$ cat src/hw/rtl/npst_pkg.sv
// Shared types, constants and the arctangent table for the nearest-point steering block.
// Depends on nothing; every other file of the block imports it.
`default_nettype none

package npst_pkg;

	// Coordinate and angle widths.
	localparam int COORD_W  = 16;
	localparam int ANGLE_W  = 16;
	localparam int DIST_W   = 30;            // squares that can qualify stay below 2**30
	localparam int CORDIC_W = COORD_W + 4;   // headroom for pre-rotation and CORDIC gain

	localparam int CORDIC_STEPS = 16;
	localparam int ITER_W       = $clog2(CORDIC_STEPS + 1);

	localparam int CMDQ_DEPTH = 2;
	localparam int CMDQ_PTR_W = $clog2(CMDQ_DEPTH);
	localparam int CMDQ_CNT_W = $clog2(CMDQ_DEPTH + 1);

	localparam int PADDR_W = 5;
	localparam int PDATA_W = 32;

	// Register indexes on the configuration port.
	localparam logic [2:0] REG_CAPTURE = 3'd0;
	localparam logic [2:0] REG_STOP    = 3'd1;
	localparam logic [2:0] REG_DEADBND = 3'd2;
	localparam logic [2:0] REG_GAIN    = 3'd3;
	localparam logic [2:0] REG_CRUISE  = 3'd4;
	localparam logic [2:0] REG_HEADING = 3'd5;

	// Quarter-turn offsets used by the pre-rotation.
	localparam logic [ANGLE_W-1:0] ANGLE_PLUS_90  = 16'h4000;
	localparam logic [ANGLE_W-1:0] ANGLE_MINUS_90 = 16'hC000;

	typedef struct packed {
		logic [14:0]        capture_radius_mm;
		logic [14:0]        stop_distance_mm;
		logic [14:0]        aim_deadband;
		logic [7:0]         turn_gain_q8;
		logic [11:0]        cruise_speed_mm_s;
		logic [ANGLE_W-1:0] heading;
	} cfg_t;

	// One nearest point handed from the front to the back.
	typedef struct packed {
		logic [COORD_W-1:0] x;
		logic [COORD_W-1:0] y;
		logic [DIST_W-1:0]  dist_sq;
	} cmd_t;

	// round(atan(2^-i) * 65536 / (2*pi))
	function automatic logic [ANGLE_W-1:0] atan_lut(input logic [4:0] idx);
		logic [ANGLE_W-1:0] v;
		unique case (idx)
			5'd0:    v = 16'd8192;
			5'd1:    v = 16'd4836;
			5'd2:    v = 16'd2555;
			5'd3:    v = 16'd1297;
			5'd4:    v = 16'd651;
			5'd5:    v = 16'd326;
			5'd6:    v = 16'd163;
			5'd7:    v = 16'd81;
			5'd8:    v = 16'd41;
			5'd9:    v = 16'd20;
			5'd10:   v = 16'd10;
			5'd11:   v = 16'd5;
			5'd12:   v = 16'd3;
			5'd13:   v = 16'd1;
			5'd14:   v = 16'd1;
			default: v = 16'd0;
		endcase
		return v;
	endfunction

endpackage

`default_nettype wire

$ cat src/hw/rtl/npst_cfg.sv
// Configuration registers of the steering block behind an APB-style slave port.
// Depends on npst_pkg for the register indexes and the cfg_t bundle.
`default_nettype none

module npst_cfg import npst_pkg::*; (
	input  wire logic               clk,
	input  wire logic               arst_n,
	input  wire logic               psel,
	input  wire logic               penable,
	input  wire logic               pwrite,
	input  wire logic [PADDR_W-1:0] paddr,
	input  wire logic [PDATA_W-1:0] pwdata,
	output logic      [PDATA_W-1:0] prdata,
	output logic                    pready,
	output cfg_t                    cfg
);

	cfg_t       cfg_q;
	logic [2:0] idx;
	logic       wr_en;

	assign idx    = paddr[4:2];
	assign wr_en  = psel & penable & pwrite;
	assign pready = 1'b1;
	assign cfg    = cfg_q;

	always_ff @(posedge clk or negedge arst_n) begin
		if (!arst_n) begin
			cfg_q.capture_radius_mm <= 15'd1000;
			cfg_q.stop_distance_mm  <= 15'd200;
			cfg_q.aim_deadband      <= 15'd3129;
			cfg_q.turn_gain_q8      <= 8'd102;
			cfg_q.cruise_speed_mm_s <= 12'd300;
			cfg_q.heading           <= '0;
		end else if (wr_en) begin
			unique case (idx)
				REG_CAPTURE: cfg_q.capture_radius_mm <= pwdata[14:0];
				REG_STOP:    cfg_q.stop_distance_mm  <= pwdata[14:0];
				REG_DEADBND: cfg_q.aim_deadband      <= pwdata[14:0];
				REG_GAIN:    cfg_q.turn_gain_q8      <= pwdata[7:0];
				REG_CRUISE:  cfg_q.cruise_speed_mm_s <= pwdata[11:0];
				REG_HEADING: cfg_q.heading           <= pwdata[15:0];
				default:     ;
			endcase
		end
	end

	always_comb begin
		unique case (idx)
			REG_CAPTURE: prdata = PDATA_W'(cfg_q.capture_radius_mm);
			REG_STOP:    prdata = PDATA_W'(cfg_q.stop_distance_mm);
			REG_DEADBND: prdata = PDATA_W'(cfg_q.aim_deadband);
			REG_GAIN:    prdata = PDATA_W'(cfg_q.turn_gain_q8);
			REG_CRUISE:  prdata = PDATA_W'(cfg_q.cruise_speed_mm_s);
			REG_HEADING: prdata = PDATA_W'(cfg_q.heading);
			default:     prdata = '0;
		endcase
	end

endmodule

`default_nettype wire

$ cat src/hw/rtl/npst_front.sv
// Front part: a point per cycle while full is low; squares distances, keeps the nearest.
// Depends on npst_pkg; hands at most one cmd_t per cloud to the command queue.
`default_nettype none

module npst_front import npst_pkg::*; (
	input  wire logic                      clk,
	input  wire logic                      arst_n,
	input  wire logic                      push,
	input  wire logic signed [COORD_W-1:0] point_x,
	input  wire logic signed [COORD_W-1:0] point_y,
	input  wire logic                      last_point,
	output logic                           full,
	input  wire logic [14:0]               capture_radius_mm,
	input  wire logic                      q_full,
	output logic                           q_push,
	output cmd_t                           q_data
);

	logic               v_s1, last_s1;
	logic [COORD_W-1:0] x_s1, y_s1;
	logic               v_s2, last_s2;
	logic [COORD_W-1:0] x_s2, y_s2;
	logic [31:0]        sqx_s2, sqy_s2;

	logic [DIST_W-1:0]  cap_sq_q;
	logic               found_q;
	logic [DIST_W-1:0]  best_d_q;
	logic [COORD_W-1:0] best_x_q, best_y_q;

	logic [COORD_W-1:0] ax, ay;
	logic [31:0]        d;
	logic               qual;
	logic               stall, adv;

	// Magnitudes as unsigned values; the most negative coordinate maps to 2**15.
	assign ax = x_s1[COORD_W-1] ? (~x_s1 + 1'b1) : x_s1;
	assign ay = y_s1[COORD_W-1] ? (~y_s1 + 1'b1) : y_s1;

	assign d    = sqx_s2 + sqy_s2;
	// Strictly nearer only, so the first of equal points is kept.
	assign qual = (d < {2'b00, cap_sq_q}) && (!found_q || (d[DIST_W-1:0] < best_d_q));

	assign stall = v_s2 & last_s2 & q_full;
	assign adv   = ~stall;
	assign full  = stall;

	assign q_push = v_s2 & last_s2 & ~q_full & (found_q | qual);
	always_comb begin
		q_data.x       = qual ? x_s2 : best_x_q;
		q_data.y       = qual ? y_s2 : best_y_q;
		q_data.dist_sq = qual ? d[DIST_W-1:0] : best_d_q;
	end

	always_ff @(posedge clk or negedge arst_n) begin
		if (!arst_n) begin
			v_s1    <= 1'b0;
			v_s2    <= 1'b0;
			found_q <= 1'b0;
		end else if (adv) begin
			v_s1 <= push;
			v_s2 <= v_s1;
			if (v_s2) begin
				if (last_s2) begin
					found_q <= 1'b0;
				end else if (qual) begin
					found_q <= 1'b1;
				end
			end
		end
	end

	always_ff @(posedge clk) begin
		cap_sq_q <= DIST_W'(capture_radius_mm) * DIST_W'(capture_radius_mm);
		if (adv) begin
			if (push) begin
				x_s1    <= point_x;
				y_s1    <= point_y;
				last_s1 <= last_point;
			end
			x_s2    <= x_s1;
			y_s2    <= y_s1;
			last_s2 <= last_s1;
			sqx_s2  <= 32'(ax) * 32'(ax);
			sqy_s2  <= 32'(ay) * 32'(ay);
			if (v_s2 && !last_s2 && qual) begin
				best_d_q <= d[DIST_W-1:0];
				best_x_q <= x_s2;
				best_y_q <= y_s2;
			end
		end
	end

	a_stall_holds: assert property (@(posedge clk) disable iff (!arst_n)
		stall |=> (v_s2 && last_s2 && $stable(x_s2) && $stable(y_s2)))
		else $error("front stage two changed while stalled");

	a_push_needs_last: assert property (@(posedge clk) disable iff (!arst_n)
		q_push |-> (v_s2 && last_s2 && !q_full))
		else $error("command pushed without a closing point");

	a_clear_after_cloud: assert property (@(posedge clk) disable iff (!arst_n)
		(v_s2 && last_s2 && adv) |=> !found_q)
		else $error("nearest point kept across clouds");

endmodule

`default_nettype wire

$ cat src/hw/rtl/npst_cmd_fifo.sv
// Short command queue between the front and the back of the steering block.
// Depends on npst_pkg for cmd_t and the queue depth.
`default_nettype none

module npst_cmd_fifo import npst_pkg::*; (
	input  wire logic clk,
	input  wire logic arst_n,
	input  wire logic wr,
	input  wire cmd_t wr_data,
	output logic      full,
	input  wire logic rd,
	output cmd_t      rd_data,
	output logic      empty
);

	cmd_t                  mem_q [CMDQ_DEPTH];
	logic [CMDQ_PTR_W-1:0] wr_ptr_q, rd_ptr_q;
	logic [CMDQ_CNT_W-1:0] count_q;
	logic                  do_wr, do_rd;

	assign full    = (count_q == CMDQ_CNT_W'(CMDQ_DEPTH));
	assign empty   = (count_q == '0);
	assign do_wr   = wr & ~full;
	assign do_rd   = rd & ~empty;
	assign rd_data = mem_q[rd_ptr_q];

	always_ff @(posedge clk or negedge arst_n) begin
		if (!arst_n) begin
			wr_ptr_q <= '0;
			rd_ptr_q <= '0;
			count_q  <= '0;
		end else begin
			if (do_wr) begin
				wr_ptr_q <= (wr_ptr_q == CMDQ_PTR_W'(CMDQ_DEPTH - 1)) ? '0 : wr_ptr_q + 1'b1;
			end
			if (do_rd) begin
				rd_ptr_q <= (rd_ptr_q == CMDQ_PTR_W'(CMDQ_DEPTH - 1)) ? '0 : rd_ptr_q + 1'b1;
			end
			if (do_wr && !do_rd) begin
				count_q <= count_q + 1'b1;
			end else if (do_rd && !do_wr) begin
				count_q <= count_q - 1'b1;
			end
		end
	end

	always_ff @(posedge clk) begin
		if (do_wr) begin
			mem_q[wr_ptr_q] <= wr_data;
		end
	end

	a_count_bound: assert property (@(posedge clk) disable iff (!arst_n)
		count_q <= CMDQ_CNT_W'(CMDQ_DEPTH))
		else $error("command queue count out of range");

	a_no_lost_write: assert property (@(posedge clk) disable iff (!arst_n)
		!(wr && full))
		else $error("write into a full command queue");

	a_count_tracks: assert property (@(posedge clk) disable iff (!arst_n)
		(do_wr && !do_rd) |=> (count_q == $past(count_q) + 1'b1))
		else $error("command queue count did not follow a write");

endmodule

`default_nettype wire

$ cat src/hw/rtl/npst_back.sv
// Back part: CORDIC bearing of the nearest point, heading error, and the steering result.
// Depends on npst_pkg; reads commands from the queue and holds one result register.
`default_nettype none

module npst_back import npst_pkg::*; (
	input  wire logic               clk,
	input  wire logic               arst_n,
	input  wire cfg_t               cfg,
	input  wire logic               q_empty,
	input  wire cmd_t               q_data,
	output logic                    q_pop,
	output logic                    res_valid,
	input  wire logic               res_pop,
	output logic signed [15:0]      turn_rate,
	output logic        [11:0]      forward_speed
);

	typedef enum logic [2:0] {
		S_IDLE,
		S_ITER,
		S_ERR,
		S_MUL,
		S_DONE
	} state_t;

	state_t                      state_q;
	logic [ITER_W-1:0]           iter_q;
	logic                        res_valid_q;
	logic signed [15:0]          turn_q;
	logic [11:0]                 fwd_q;

	logic signed [CORDIC_W-1:0]  cx_q, cy_q;
	logic [ANGLE_W-1:0]          z_q;
	logic                        near_q;
	logic signed [ANGLE_W-1:0]   err_q;
	logic signed [24:0]          prod_q;
	logic                        inband_q;
	logic [DIST_W-1:0]           stop_sq_q;

	logic signed [CORDIC_W-1:0]  lx, ly, px, py;
	logic [ANGLE_W-1:0]          pz;
	logic                        at_origin;
	logic signed [CORDIC_W-1:0]  xsh, ysh;
	logic [ANGLE_W-1:0]          lut;
	logic [ANGLE_W-1:0]          mag;
	logic signed [24:0]          rnd;
	logic signed [16:0]          scaled;
	logic signed [15:0]          sat;
	logic                        load_res;

	// Pre-rotation moves the left half plane into the right one.
	assign lx        = CORDIC_W'($signed(q_data.x));
	assign ly        = CORDIC_W'($signed(q_data.y));
	assign at_origin = (q_data.x == '0) && (q_data.y == '0);
	always_comb begin
		px = lx;
		py = ly;
		pz = '0;
		if (lx < 0) begin
			if (ly >= 0) begin
				px = ly;
				py = -lx;
				pz = ANGLE_PLUS_90;
			end else begin
				px = -ly;
				py = lx;
				pz = ANGLE_MINUS_90;
			end
		end
	end

	assign xsh = cx_q >>> iter_q;
	assign ysh = cy_q >>> iter_q;
	assign lut = atan_lut(5'(iter_q));

	assign mag    = err_q[ANGLE_W-1] ? (~err_q + 1'b1) : err_q;
	assign rnd    = prod_q + 25'sd128;
	assign scaled = rnd[24:8];
	always_comb begin
		if (scaled > 17'sd32767) begin
			sat = 16'sh7FFF;
		end else if (scaled < -17'sd32768) begin
			sat = 16'sh8000;
		end else begin
			sat = scaled[15:0];
		end
	end

	assign q_pop         = (state_q == S_IDLE) && !q_empty;
	assign load_res      = !res_valid_q || res_pop;
	assign res_valid     = res_valid_q;
	assign turn_rate     = turn_q;
	assign forward_speed = fwd_q;

	always_ff @(posedge clk or negedge arst_n) begin
		if (!arst_n) begin
			state_q     <= S_IDLE;
			iter_q      <= '0;
			res_valid_q <= 1'b0;
			turn_q      <= '0;
			fwd_q       <= '0;
		end else begin
			// A new result replaces one that is popped in the same cycle.
			if (state_q == S_DONE && load_res) begin
				res_valid_q <= 1'b1;
			end else if (res_pop && res_valid_q) begin
				res_valid_q <= 1'b0;
			end
			unique case (state_q)
				S_IDLE: begin
					iter_q <= '0;
					if (!q_empty) begin
						state_q <= at_origin ? S_ERR : S_ITER;
					end
				end
				S_ITER: begin
					iter_q <= iter_q + 1'b1;
					if (iter_q == ITER_W'(CORDIC_STEPS - 1)) begin
						state_q <= S_ERR;
					end
				end
				S_ERR: state_q <= S_MUL;
				S_MUL: state_q <= S_DONE;
				S_DONE: begin
					if (load_res) begin
						if (inband_q) begin
							turn_q <= '0;
							fwd_q  <= near_q ? 12'd0 : cfg.cruise_speed_mm_s;
						end else begin
							turn_q <= sat;
							fwd_q  <= '0;
						end
						state_q <= S_IDLE;
					end
				end
				default: state_q <= S_IDLE;
			endcase
		end
	end

	always_ff @(posedge clk) begin
		stop_sq_q <= DIST_W'(cfg.stop_distance_mm) * DIST_W'(cfg.stop_distance_mm);
		if (q_pop) begin
			cx_q   <= px;
			cy_q   <= py;
			z_q    <= at_origin ? '0 : pz;
			near_q <= q_data.dist_sq < stop_sq_q;
		end else if (state_q == S_ITER) begin
			if (cy_q > 0) begin
				cx_q <= cx_q + ysh;
				cy_q <= cy_q - xsh;
				z_q  <= z_q + lut;
			end else begin
				cx_q <= cx_q - ysh;
				cy_q <= cy_q + xsh;
				z_q  <= z_q - lut;
			end
		end
		if (state_q == S_ERR) begin
			err_q <= $signed(z_q - cfg.heading);
		end
		if (state_q == S_MUL) begin
			prod_q   <= 25'(err_q) * 25'($signed({1'b0, cfg.turn_gain_q8}));
			inband_q <= mag < {1'b0, cfg.aim_deadband};
		end
	end

	a_iter_bound: assert property (@(posedge clk) disable iff (!arst_n)
		(state_q == S_ITER) |-> (iter_q < ITER_W'(CORDIC_STEPS)))
		else $error("CORDIC step counter overran");

	a_result_not_overwritten: assert property (@(posedge clk) disable iff (!arst_n)
		(state_q == S_DONE && res_valid_q && !res_pop) |=> (state_q == S_DONE))
		else $error("pending result overwritten");

	a_pop_only_idle: assert property (@(posedge clk) disable iff (!arst_n)
		q_pop |=> (state_q == S_ITER || state_q == S_ERR))
		else $error("command taken outside idle");

endmodule

`default_nettype wire

$ cat src/hw/rtl/nearest_point_heading_steer_core.sv
// Top level of the nearest-point heading steer block.
// Depends on npst_pkg, npst_cfg, npst_front, npst_cmd_fifo and npst_back.
//
// Usage. Points of a cloud are written like into a queue: an item is taken on a
// clock edge with push high and full low. Each word carries point_x, point_y
// (signed millimetres) and last_point, which closes the cloud. The front stage
// takes one point per cycle while full is low; it squares the distance in one stage
// and compares it with the squared capture radius and the current best in the next.
// When a cloud closes and some point lay strictly inside the capture radius,
// the nearest point goes into a two-entry command queue. The back stage then
// runs 16 shared CORDIC iterations, forms the heading error and multiplies it by
// the gain; the result word appears after the CORDIC, error and multiply steps (a
// point at the origin skips the CORDIC steps). A cloud with no qualifying point
// gives no result word. Throughput is one point per cycle within a cloud while
// full is low; the back handles one cloud at a time with its single iterative
// CORDIC unit, and the command queue absorbs short clouds. Results are read like
// from a queue: the word on turn_rate and forward_speed is valid while empty is
// low and is taken when pop is high. If the receiver stalls, the back holds its
// result, the command queue fills, and then full rises when the next closing
// point reaches the compare stage. Reset clears all control state and loads the
// register defaults; no clearing pass is needed. Registers are to be written over
// the APB port while the block is idle; the block itself does not enforce this.
`default_nettype none

module nearest_point_heading_steer_core import npst_pkg::*; (
	input  wire logic                      clk,
	input  wire logic                      arst_n,
	input  wire logic                      psel,
	input  wire logic                      penable,
	input  wire logic                      pwrite,
	input  wire logic [PADDR_W-1:0]        paddr,
	input  wire logic [PDATA_W-1:0]        pwdata,
	output logic      [PDATA_W-1:0]        prdata,
	output logic                           pready,
	input  wire logic                      push,
	output logic                           full,
	input  wire logic signed [COORD_W-1:0] point_x,
	input  wire logic signed [COORD_W-1:0] point_y,
	input  wire logic                      last_point,
	output logic                           empty,
	input  wire logic                      pop,
	output logic signed [15:0]             turn_rate,
	output logic        [11:0]             forward_speed
);

	cfg_t cfg;
	cmd_t cmd_in, cmd_out;
	logic cmd_push, cmd_full, cmd_pop, cmd_empty;
	logic res_valid;

	// Register file, always ready.
	npst_cfg u_cfg (
		.clk     (clk),
		.arst_n  (arst_n),
		.psel    (psel),
		.penable (penable),
		.pwrite  (pwrite),
		.paddr   (paddr),
		.pwdata  (pwdata),
		.prdata  (prdata),
		.pready  (pready),
		.cfg     (cfg)
	);

	// Nearest-point search over the incoming cloud.
	npst_front u_front (
		.clk               (clk),
		.arst_n            (arst_n),
		.push              (push),
		.point_x           (point_x),
		.point_y           (point_y),
		.last_point        (last_point),
		.full              (full),
		.capture_radius_mm (cfg.capture_radius_mm),
		.q_full            (cmd_full),
		.q_push            (cmd_push),
		.q_data            (cmd_in)
	);

	// Decouples the point stream from the slow per-cloud work.
	npst_cmd_fifo u_cmdq (
		.clk     (clk),
		.arst_n  (arst_n),
		.wr      (cmd_push),
		.wr_data (cmd_in),
		.full    (cmd_full),
		.rd      (cmd_pop),
		.rd_data (cmd_out),
		.empty   (cmd_empty)
	);

	// Bearing, heading error and the command that follows from it.
	npst_back u_back (
		.clk           (clk),
		.arst_n        (arst_n),
		.cfg           (cfg),
		.q_empty       (cmd_empty),
		.q_data        (cmd_out),
		.q_pop         (cmd_pop),
		.res_valid     (res_valid),
		.res_pop       (pop),
		.turn_rate     (turn_rate),
		.forward_speed (forward_speed)
	);

	assign empty = ~res_valid;

endmodule

`default_nettype wire
$ cat config.mk
export PLATFORM = sky130hd
export DESIGN_NAME = nearest_point_heading_steer_core
export DESIGN_NICKNAME = d
export VERILOG_FILES = /design/src/hw/rtl/npst_pkg.sv /design/src/hw/rtl/npst_cfg.sv /design/src/hw/rtl/npst_front.sv /design/src/hw/rtl/npst_cmd_fifo.sv /design/src/hw/rtl/npst_back.sv /design/src/hw/rtl/nearest_point_heading_steer_core.sv
export SDC_FILE = /design/constraint.sdc
export NUM_CORES = 2
export LEC_CHECK = 0
export ABC_CLOCK_PERIOD_IN_PS = 14070
export BUFFER_PORTS_ARGS = -buffer_cell sky130_fd_sc_hd__buf_2
export CAP_MARGIN = 30
export CORE_MARGIN = 2
export CORE_UTILIZATION = 65
export CTS_BUF_LIST = sky130_fd_sc_hd__clkbuf_8
export DETAILED_ROUTE_END_ITERATION = 16
export PLACE_DENSITY = 0.89
export SLEW_MARGIN = 20
export SYNTH_ARGS = -nofsm -noshare
export SYNTH_HDL_FRONTEND = slang
export SYNTH_HIERARCHICAL = 1
export SYNTH_SLANG_ARGS = --single-unit
export TNS_END_PERCENT = 5
$ cat constraint.sdc
create_clock -name clk -period 14.07 [get_ports clk]
set_clock_uncertainty 0.05 [all_clocks]
set_input_delay 2.814 -clock clk [delete_from_list [all_inputs] [get_ports clk]]
set_output_delay 2.814 -clock clk [all_outputs]
set_load 0.02 [all_outputs]
==> impl_metrics.py <==
metrics = {
    "outcome": {
        "status": "completed",
    },
    "die": {
        "die_h_um": 319,
        "dieArea_sq_um": 101000,
        "fp.dieW_um": 319,
        "start_util_pct": 65.4,
        "fp-row-count": 115,
        "core_sq_um": 98300,
        "ios": 140,
    },
    "yosys": {
        "synth_edf_count": 404,
        "ys_ff_latch": 587,
        "yosysUniqueCellTypes": 118,
        "syn_inst": 6298,
        "synth_top_area_share_pct": 21.9,
        "synth_area_per_cell_sq_um": 10.2,
        "yosys-top-cells-area": "fa_1 22%, edfxtp_1 19%, ha_1 12%",
        "netlist_top_cells_count": "1127 x inv_1, 705 x fa_1, 636 x ha_1",
        "yosysMostFrequentCell": "inv_1",
        "netlist_area_sq_um": 64300,
        "synth-async-reset-ratio_pct": 21.3,
        "synth_top_flop_cell": "edfxtp_1",
        "yosysSeqAreaShare_pct": 25.6,
        "yosys_warnings": 6,
        "yosysTopAreaCell": "fa_1",
    },
    "worst_setup_path": {
        "timing.rr.start": "u_front/y_s1[0]",
        "end_kind": "flip-flop",
        "crit_family": "adder cells",
        "worstSetupPathType": "reg -> reg",
        "path_buf_inv": 9,
        "cpPeakStageDelay_ns": 0.72,
        "critPathLaunchType": "flip-flop",
        "startpoint": "u_front/y_s1[0]",
        "crit_top_cell": "inv_1",
        "required_ns": 14.61,
        "arrival_ns": 9.75,
        "slowest_stage": "a2111oi_0",
        "path_max_fanout": 16,
    },
    "drt": {
        "vias_per_cell": 6.04,
        "highest_layer": "met5",
        "vias": 46800,
        "ant_nets": 0,
        "dr.first_iter.drc_count": 4205,
        "wl_met1_um": 56600,
        "drc": 0,
        "wl_met3_um": 11700,
        "wl_per_cell_um": 20.0,
        "drt-total-wl_um": 155000,
        "dr_wl_met2_um": 77600,
        "drtPass1Iterations": 8,
    },
    "grt": {
        "grt.overflow.total": 0,
        "grt_max_degree": 74,
        "grt_util_all_layers_pct": 30.9,
        "grt_pass1_wl_um": 252000,
        "antenna_found_initial": 4,
        "grt_pass1_vias": 49900,
    },
    "clock_network": {
        "cts_tree": "yes",
        "cts_repair_resize_count": 0,
        "cts_max_path_buffers": 3,
        "cts_setup_buffers": 0,
        "root_buffer": "clkbuf_8",
        "clk-insertion-delay-late_ns": 0.75,
        "htreeDepth": 3,
        "clock-sinks": 587,
        "hold_buffers": 0,
        "numCtsBuffers": 97,
        "path_clk_slew_ns": 0.06,
    },
    "timing": {
        "period_share_pct": 65.4,
        "setup_tns_ns": 0,
        "drv_slew": 0,
        "hold_viol_final": 0,
        "relSlewSlack_pct": 28.8,
        "tightest_slew_ns": 1.06,
        "setup_viol": 0,
        "fmax_mhz": 109,
        "final.min_clock_period_ns": 9.21,
        "rsz0062_at_grt": "no",
    },
    "layout": {
        "nNetsFinal": 7798,
        "syn_to_final_growth_pct": 5.37,
        "drive_gt1_share_pct": 9.32,
    },
    "place": {
        "io_buffers": 104,
        "routabilityCongestion": 0.949,
        "detailed_place_hpwl_um": 119000,
    },
    "hold_path": {
        "hp-class": "reg -> reg",
        "hp-start": "u_front/y_s2[15]",
    },
    "run": {
        "cap_violations": 0,
    },
}
-- metrics by stage --
stage / instances / cell area (sq um) / util, % / hold slack (ns) / setup slack (ns)
finish: 7750 / 67800 / 69.0 / 0.397 / 4.86
global route: 7749 / 67800 / 69.0 / 0.413 / 4.44
CTS: 7744 / 67700 / 68.9 / 0.407 / 5.01
detailed placement: 7565 / 65800 / 67.0 / 0.390 / 5.04
global placement: 7563 / 65800 / 67.0 / 0.384 / 5.35
floorplan: 6333 / 64500 / - / 0.350 / 5.12
-- worst paths after layout --
path                                           end  slack (ns)  cells after the start
setup / recovery                u_front/sqy_s2[28]        4.86                     28
hold / removal                u_front/best_y_q[15]        0.40                      0
setup reg to reg                u_front/sqy_s2[28]        4.86                     28
hold reg to reg               u_front/best_y_q[15]        0.40                      0
max in group asynchronous            u_cfg/cfg[74]       10.78                      3
min in group asynchronous  u_back/forward_speed[2]        1.91                      1
-- cell usage in the layout (no fill, tap or decap), drive strengths merged, types with 48 or more instances in the layout --
cell type / n
a21oi: 219
and2: 201
o21ai: 195
inv: 1186
nand2: 528
nor3: 64
clkbuf: 103
a21o: 115
nor2: 335
nand3: 68
nor2b: 51
xnor2: 223
edfxtp: 404
buf: 151
nand2b: 48
mux2i: 56
dfxtp: 58
xor2: 142
dfrtp: 102
mux2: 221
fa: 705
ha: 636
-- kinds of logic (layout without fill, tap and decap cells) --
logic type,count (synthesis),count (layout),share of synthesized area (%)
multiplexers,316,316,6.65
buffers and inverters,1357,1484,8.54
AND/OR/NAND/NOR,1467,1467,11.1
flip-flops,587,587,25.6
XOR/XNOR,365,365,4.97
other,4,42,0.0233
adder cells (fa/ha/maj),1341,1341,34.3
AO/OA/AOI/OAI,861,861,8.80
-- registers in the layout (all words and copies together) (netlist names), 2 cells and up --
register	cells
u_front/best_d_q	30
u_back/stop_sq_q	29
u_back/forward_speed	12
u_front/y_s2	16
u_cfg/cfg	81
u_front/y_s1	16
u_back/turn_rate	16
u_cmdq/count_q	2
u_back/err_q	16
u_front/x_s1	16
u_front/best_y_q	16
u_back/cy_q	20
u_cmdq/mem_q	124
u_front/best_x_q	16
u_front/cap_sq_q	29
u_back/cx_q	20
u_front/sqx_s2	30
u_back/state_q	3
u_back/prod_q	18
u_front/x_s2	16
u_back/z_q	16
u_front/sqy_s2	30
u_back/iter_q	5
-- final cells by class --
cell class	instances	area, sq um
flip-flops and latches	587	16500
fillers	6585	30500
clock inverters	76	469
diodes	3	7.51
repair buffers	152	917
well taps	1287	1610
clock buffers	103	1420
inverters	1153	4330
multi-input cells	4389	42600
-- metal layers --
metal	vias up	track usage, %
met4	2	16.7
met2	2137	53.8
li1	20900	-
met5	-	0
met1	23200	36.7
met3	572	5.01
Power is not shown: default switching activity piles up to over one toggle a cycle in this logic, so the estimate is an artifact.
